## config.mk

```make
export PLATFORM = sky130hd
export DESIGN_NAME = resp_array_request_parser
export DESIGN_NICKNAME = d
export VERILOG_FILES = /design/src/sv/rarp_pkg.sv /design/src/sv/resp_array_request_parser.sv
export SDC_FILE = /design/constraint.sdc
export NUM_CORES = 1
export LEC_CHECK = 0
export BUFFER_PORTS_ARGS = -buffer_cell sky130_fd_sc_hd__buf_4
export CAP_MARGIN = 5
export CELL_PAD_IN_SITES_DETAIL_PLACEMENT = 0
export CELL_PAD_IN_SITES_GLOBAL_PLACEMENT = 1
export CORE_MARGIN = 3
export CORE_UTILIZATION = 45
export CTS_CLUSTER_SIZE = 12
export DETAILED_ROUTE_END_ITERATION = 16
export GPL_TIMING_DRIVEN = 0
export PLACE_DENSITY_LB_ADDON = 0.1
export SYNTH_ARGS = -nofsm -noshare
export SYNTH_HDL_FRONTEND = slang
export SYNTH_SLANG_ARGS = --single-unit
```

## constraint.sdc

```tcl
create_clock -name clk -period 15.7 [get_ports clk]
set_clock_uncertainty 0.2 [all_clocks]
set_input_delay 0.785 -clock clk [delete_from_list [all_inputs] [get_ports clk]]
set_output_delay 0.785 -clock clk [all_outputs]
set_load 0.02 [all_outputs]
```

## src/sv/rarp_pkg.sv

```systemverilog
// types and constants of the array request parser
package rarp_pkg;

	localparam int LEN_BITS = 32;
	localparam int PROD_BITS = LEN_BITS + 4;

	typedef logic [LEN_BITS-1:0] len_t;
	typedef logic [2:0] event_t;

	typedef enum logic [2:0] {
		PH_START   = 3'd0,
		PH_ARR_LEN = 3'd1,
		PH_ARR     = 3'd2,
		PH_STR_LEN = 3'd3,
		PH_STR     = 3'd4
	} phase_t;

	localparam event_t EV_CONSUMED = 3'd0;
	localparam event_t EV_DATA     = 3'd1;
	localparam event_t EV_ELEM_END = 3'd2;
	localparam event_t EV_COMPLETE = 3'd3;
	localparam event_t EV_ERROR    = 3'd4;

	localparam logic [7:0] CH_STAR   = 8'h2a;
	localparam logic [7:0] CH_DOLLAR = 8'h24;
	localparam logic [7:0] CH_CR     = 8'h0d;
	localparam logic [7:0] CH_LF     = 8'h0a;
	localparam logic [7:0] CH_ZERO   = 8'h30;
	localparam logic [7:0] CH_NINE   = 8'h39;

endpackage

```

## src/sv/resp_array_request_parser.sv

```systemverilog
// array request parser: one received byte in, one parse event out
//
// Input channel: rx_byte with in_valid / in_ready, one byte per transfer.
// Output channel: event_res, byte_value, elements_left with out_valid /
// out_ready, exactly one result per input byte, in order.
// A byte is registered on its transfer, and the parse step (count and length
// accumulation, overflow check, element countdown) runs between that register
// and the result register, so a result is offered once it has passed the input
// register and then the result register. One byte per cycle is sustained while
// out_ready holds; the phase and counter registers update with each advance.
// While the receiver stalls, a held result keeps its register and the input
// register still takes one more byte; after that in_ready drops until
// out_ready returns.
// Reset empties both registers and puts the parser at the start of a request
// with all counts zero. After a complete request or an error the parser is
// back at the start and expects '*'.
module resp_array_request_parser (
	input  logic                clk,
	input  logic                arst_n,
	input  logic                in_valid,
	output logic                in_ready,
	input  logic [7:0]          rx_byte,
	output logic                out_valid,
	input  logic                out_ready,
	output rarp_pkg::event_t    event_res,
	output logic [7:0]          byte_value,
	output logic [31:0]         elements_left
);
	import rarp_pkg::*;

	logic       valid_s1;
	logic [7:0] rx_byte_s1;
	logic       adv;

	phase_t phase_q, phase_n;
	len_t   arr_q, arr_n;
	len_t   str_q, str_n;
	logic   cr_q, cr_n;

	event_t     ev;
	logic [7:0] val;
	logic       is_digit;
	logic [3:0] digit;
	len_t       num_acc;
	logic [PROD_BITS-1:0] num_prod;
	logic       num_ovf;
	len_t       arr_dec;

	event_t      event_q;
	logic [7:0]  byte_q;
	logic [31:0] left_q;
	logic        out_valid_q;

	assign adv      = valid_s1 && (!out_valid_q || out_ready);
	assign in_ready = !valid_s1 || adv;

	always_ff @(posedge clk or negedge arst_n) begin
		if (!arst_n) begin
			valid_s1 <= 1'b0;
		end else if (in_ready) begin
			valid_s1 <= in_valid;
		end
	end

	always_ff @(posedge clk) begin
		if (in_valid && in_ready) begin
			rx_byte_s1 <= rx_byte;
		end
	end

	assign is_digit = (rx_byte_s1 >= CH_ZERO) && (rx_byte_s1 <= CH_NINE);
	assign digit    = 4'(rx_byte_s1 - CH_ZERO);
	assign num_acc  = (phase_q == PH_STR_LEN) ? str_q : arr_q;
	// acc * 10 + digit, overflow when any bit above the count width is set
	assign num_prod = ({4'd0, num_acc} << 3) + ({4'd0, num_acc} << 1)
		+ PROD_BITS'(digit);
	assign num_ovf  = |num_prod[PROD_BITS-1:LEN_BITS];
	assign arr_dec  = arr_q - len_t'(1);

	always_ff @(posedge clk or negedge arst_n) begin
		if (!arst_n) begin
			phase_q <= PH_START;
			arr_q   <= '0;
			str_q   <= '0;
			cr_q    <= 1'b0;
		end else if (adv) begin
			phase_q <= phase_n;
			arr_q   <= arr_n;
			str_q   <= str_n;
			cr_q    <= cr_n;
		end
	end

	always_comb begin
		phase_n = phase_q;
		arr_n   = arr_q;
		str_n   = str_q;
		cr_n    = cr_q;
		ev      = EV_CONSUMED;
		val     = 8'd0;
		case (phase_q)
			PH_START: begin
				if (rx_byte_s1 == CH_STAR) begin
					phase_n = PH_ARR_LEN;
					arr_n   = '0;
					str_n   = '0;
					cr_n    = 1'b0;
				end else begin
					ev = EV_ERROR;
				end
			end
			PH_ARR_LEN: begin
				if (is_digit) begin
					if (num_ovf) begin
						ev = EV_ERROR;
					end else begin
						arr_n = num_prod[LEN_BITS-1:0];
					end
				end else if (rx_byte_s1 == CH_CR) begin
					cr_n = 1'b1;
				end else if (rx_byte_s1 == CH_LF && cr_q) begin
					cr_n = 1'b0;
					if (arr_q == '0) begin
						ev = EV_COMPLETE;
					end else begin
						phase_n = PH_ARR;
					end
				end else begin
					ev = EV_ERROR;
				end
			end
			PH_ARR: begin
				if (rx_byte_s1 == CH_DOLLAR) begin
					str_n   = '0;
					cr_n    = 1'b0;
					phase_n = PH_STR_LEN;
				end else begin
					ev = EV_ERROR;
				end
			end
			PH_STR_LEN: begin
				if (is_digit) begin
					if (num_ovf) begin
						ev = EV_ERROR;
					end else begin
						str_n = num_prod[LEN_BITS-1:0];
					end
				end else if (rx_byte_s1 == CH_CR) begin
					cr_n = 1'b1;
				end else if (rx_byte_s1 == CH_LF && cr_q) begin
					cr_n    = 1'b0;
					phase_n = PH_STR;
				end else begin
					ev = EV_ERROR;
				end
			end
			PH_STR: begin
				if (str_q != '0) begin
					str_n = str_q - len_t'(1);
					ev    = EV_DATA;
					val   = rx_byte_s1;
				end else if (rx_byte_s1 == CH_CR) begin
					cr_n = 1'b1;
				end else if (rx_byte_s1 == CH_LF && cr_q) begin
					cr_n  = 1'b0;
					arr_n = arr_dec;
					if (arr_dec == '0) begin
						ev = EV_COMPLETE;
					end else begin
						ev      = EV_ELEM_END;
						phase_n = PH_ARR;
					end
				end else begin
					ev = EV_ERROR;
				end
			end
			default: begin
				phase_n = PH_START;
				arr_n   = '0;
				str_n   = '0;
				cr_n    = 1'b0;
			end
		endcase
		// a finished or failed request leaves a clean start
		if (ev == EV_ERROR || ev == EV_COMPLETE) begin
			phase_n = PH_START;
			arr_n   = '0;
			str_n   = '0;
			cr_n    = 1'b0;
		end
	end

	always_ff @(posedge clk or negedge arst_n) begin
		if (!arst_n) begin
			out_valid_q <= 1'b0;
		end else if (adv) begin
			out_valid_q <= 1'b1;
		end else if (out_ready) begin
			out_valid_q <= 1'b0;
		end
	end

	always_ff @(posedge clk) begin
		if (adv) begin
			event_q <= ev;
			byte_q  <= val;
			left_q  <= 32'(arr_n);
		end
	end

	assign out_valid     = out_valid_q;
	assign event_res     = event_q;
	assign byte_value    = byte_q;
	assign elements_left = left_q;

endmodule

```

==> results.toml <==
[place]
port_buffers = 56
gp_congestion = 0.992
pre_cts_ws_ns = 8.13
dp_hpwl_mm = 30.4

[clock_network]
cts.path.max_buffers = 2
htreeDepth = 4
cts_sinks = 121
cts_setup_buffers = 0
tritoncts = "built"
root_buffer = "clkbuf_16"
clkTransAtPathRegs_ns = 0.06
cts_hold_buf = 0
insertion_delay_ns = 0.44
cts_buffers = 17
ctsResizeCount = 0

[sta]
setup_viol = 0
tightest_slew_ns = 1.12
rsz0062_at_grt = "no"
slew_viol_final = 0
relSlewSlack_pct = 24.4
hold_viol_final = 0
setup_slack_ns = 7.89
holdWs_ns = 0.291
max_freq_mhz = 128
min_period_over_period_pct = 49.7
fin_crit_ns = 7.81
fin_tns_setup_ns = 0

[synthesis]
synth_seq_area_share_pct = 31.9
ys_types = 87
ys_ff_latch = 121
yosys.area.top_type_share_pct = 17.0
synth_warnings = 0
ys_top_cells_by_area = "dfrtp_1, edfxtp_1, ha_1"
async_flop_share_pct = 57.9
synthMuxAreaShare_pct = 5.38
synth_flop_cell = "dfrtp_1"
synth_simple_gate_area_share_pct = 21.3
synth_top_family_by_area = "compound AO/OA/AOI/OAI gates"
synth_cells = 1215
syn_nets = 1295
syn_area_per_cell_um2 = 8.48
syn_area_mm2 = 0.0103
synth_top_cell_by_area = "dfrtp_1"
synth_xor_area_share_pct = 3.23
synth-compound-area-share_pct = 25.2
synth_edf_count = 51
synth_fa_ha_area_share_pct = 8.40

[flow_run]
cap_viol_max_count = 0

[worst_setup_path]
reg2reg_depth = 20
startpoint_type = "register"
worstSetupStartpoint = "phase_q[2]"
crit_buf_inv = 4
cpMostUsedCell = "nand2_1"
slowest_stage = "fa_1"
critPathRequiredTime_ns = 15.82
path_max_fanout = 10
cp.arrival_ns = 7.93
worst_path_largest_cell_delay_ns = 0.60
reg2reg_from = "phase_q[2]"
crit_chain = "nor2b_2 > nand2_1 > buf_1 > clkbuf_1 > nand2_1 > o21ai_0 > fa_1 > fa_1 > a21oi_1 > nor2_1 > o21ai_0 > a41oi_1 > or2_2 > xor2_1 > nor3_1 > buf_2 > a31oi_1 > clkbuf_1 > nand2_1 > a32o_1"
rrSetupSlack_ns = 7.89
worstSetupPathType = "reg -> reg"
r2r-end = "str_q[18]"
critPathCaptureType = "register"
crit_family = "buffers and inverters"

[global_route]
grt_pass1_wl_mm = 59.0
grt_use_total_pct = 31.5
first_global_vias = 9685
grt_max_degree = 71
gr-total-overflow = 0
antenna_found_initial = 1

[hold_path]
min_from = "cr_q"
hold_depth = 1
holdCritPathClass = "reg -> reg"
min_to = "cr_q"

[floorplan]
io_pins = 57
core_area_mm2 = 0.0222
dieWidth_um = 157
fp.dieH_um = 157
floorplan.initialDensity_pct = 46.5
die-area_mm2 = 0.0247
rows = 54

[pwr]
irDropWorstVdd_mv = 0.0772
leakagePower_nw = 4.84
cellPowerDensity_mw_per_mm2 = 81.7

[layout]
final_common_cell = "nor2_1"
syn2layout_area_growth_pct = 13.1
drive_gt1_share_pct = 14.0
fin_nets = 1371
antennaDiodeCount = 0
most-common-layout-cells = "nor2_1, a21oi_1, o21ai_0, nand2_1, dfrtp_1"

[detailed_routing]
routed_wl_mm = 39.0
ant_nets = 0
via_per_inst = 6.61
first_pass_iters = 6
drt_iter0_drc = 1285
avgRoutedWirePerCell_um = 24.6
via_count = 10475
drc_errors = 0

[run_status]
status = "complete, no violations"
## cell usage after synthesis, types with 19 or more instances
cell and count:
edfxtp_1 51, inv_1 32, nand3_1 41, nor4_1 19, nor2_1 104, clkbuf_1 59
or3_1 19, o21ai_0 97, mux2_2 43, a21oi_1 98, dfrtp_1 70, nor3_1 44
xnor2_1 23, a31oi_1 24, nand2_1 94, ha_1 66, o22ai_1 24
## cell families after synthesis
logic type,Yosys count
AND/OR/NAND/NOR,424
buffers and inverters,116
AO/OA/AOI/OAI,398
multiplexers,50
flip-flops,121
XOR/XNOR,38
adder cells (fa/ha/maj),68
## power breakdown
| part | total [mW] | switching (mW) | internal (mW) | leakage (nW) |
|---|---|---|---|---|
| logic | 0.226 | 0.162 | 0.0643 | 3.11 |
| registers | 0.350 | 0.00702 | 0.343 | 1.47 |
| clock network | 0.376 | 0.158 | 0.218 | 0.260 |
| total | 0.952 | 0.327 | 0.625 | 4.84 |
## routing by layer
layer	up-vias	GRT usage, %	wire length [µm]
li1	4789	-	-
met1	5038	44.9	16800
met2	551	47.3	17000
met3	95	5.86	3640
met4	2	12.3	1610
met5	-	0	8
## cell type report
type | count | area [µm²]
flip-flops and latches | 121 | 3280
clock inverters | 14 | 125
plain buffers | 84 | 359
inverters | 32 | 120
multi-input cells | 978 | 6540
fillers | 2159 | 10500
repair buffers | 57 | 440
clock buffers | 18 | 429
well taps | 280 | 350
## how the worst max path moves through the flow
stage,cells after the start,slack (ns),to
3_5_place_dp,20,8.13,str_q[15]
5_1_grt,20,7.55,str_q[18]
4_1_cts,20,8.11,str_q[15]
6_report,20,7.89,str_q[18]
2_1_floorplan,18,10.29,elements_left[23]
3_3_place_gp,20,8.17,str_q[15]
## per-stage QoR
stage / cell area (µm²) / std cells / util, % / total power, mW
floorplan: 10300 / 1215 / - / 0.494
global placement: 11100 / 1551 / 50.0 / 0.576
detailed placement: 11100 / 1552 / 50.1 / 0.575
CTS: 11600 / 1584 / 52.6 / 0.947
global route: 11600 / 1584 / 52.6 / 0.984
finish: 11600 / 1584 / 52.6 / 0.952
## sequential cells by signal, indices dropped and copies added (netlist names)
| register | count |
|---|---|
| byte_value | 8 |
| out_valid | 1 |
| arr_q | 32 |
| str_q | 32 |
| rx_byte_s1 | 8 |
| elements_left | 32 |
| phase_q | 3 |
| valid_s1 | 1 |
| cr_q | 1 |
| event_res | 3 |
Power figures use the tool's default switching activity.
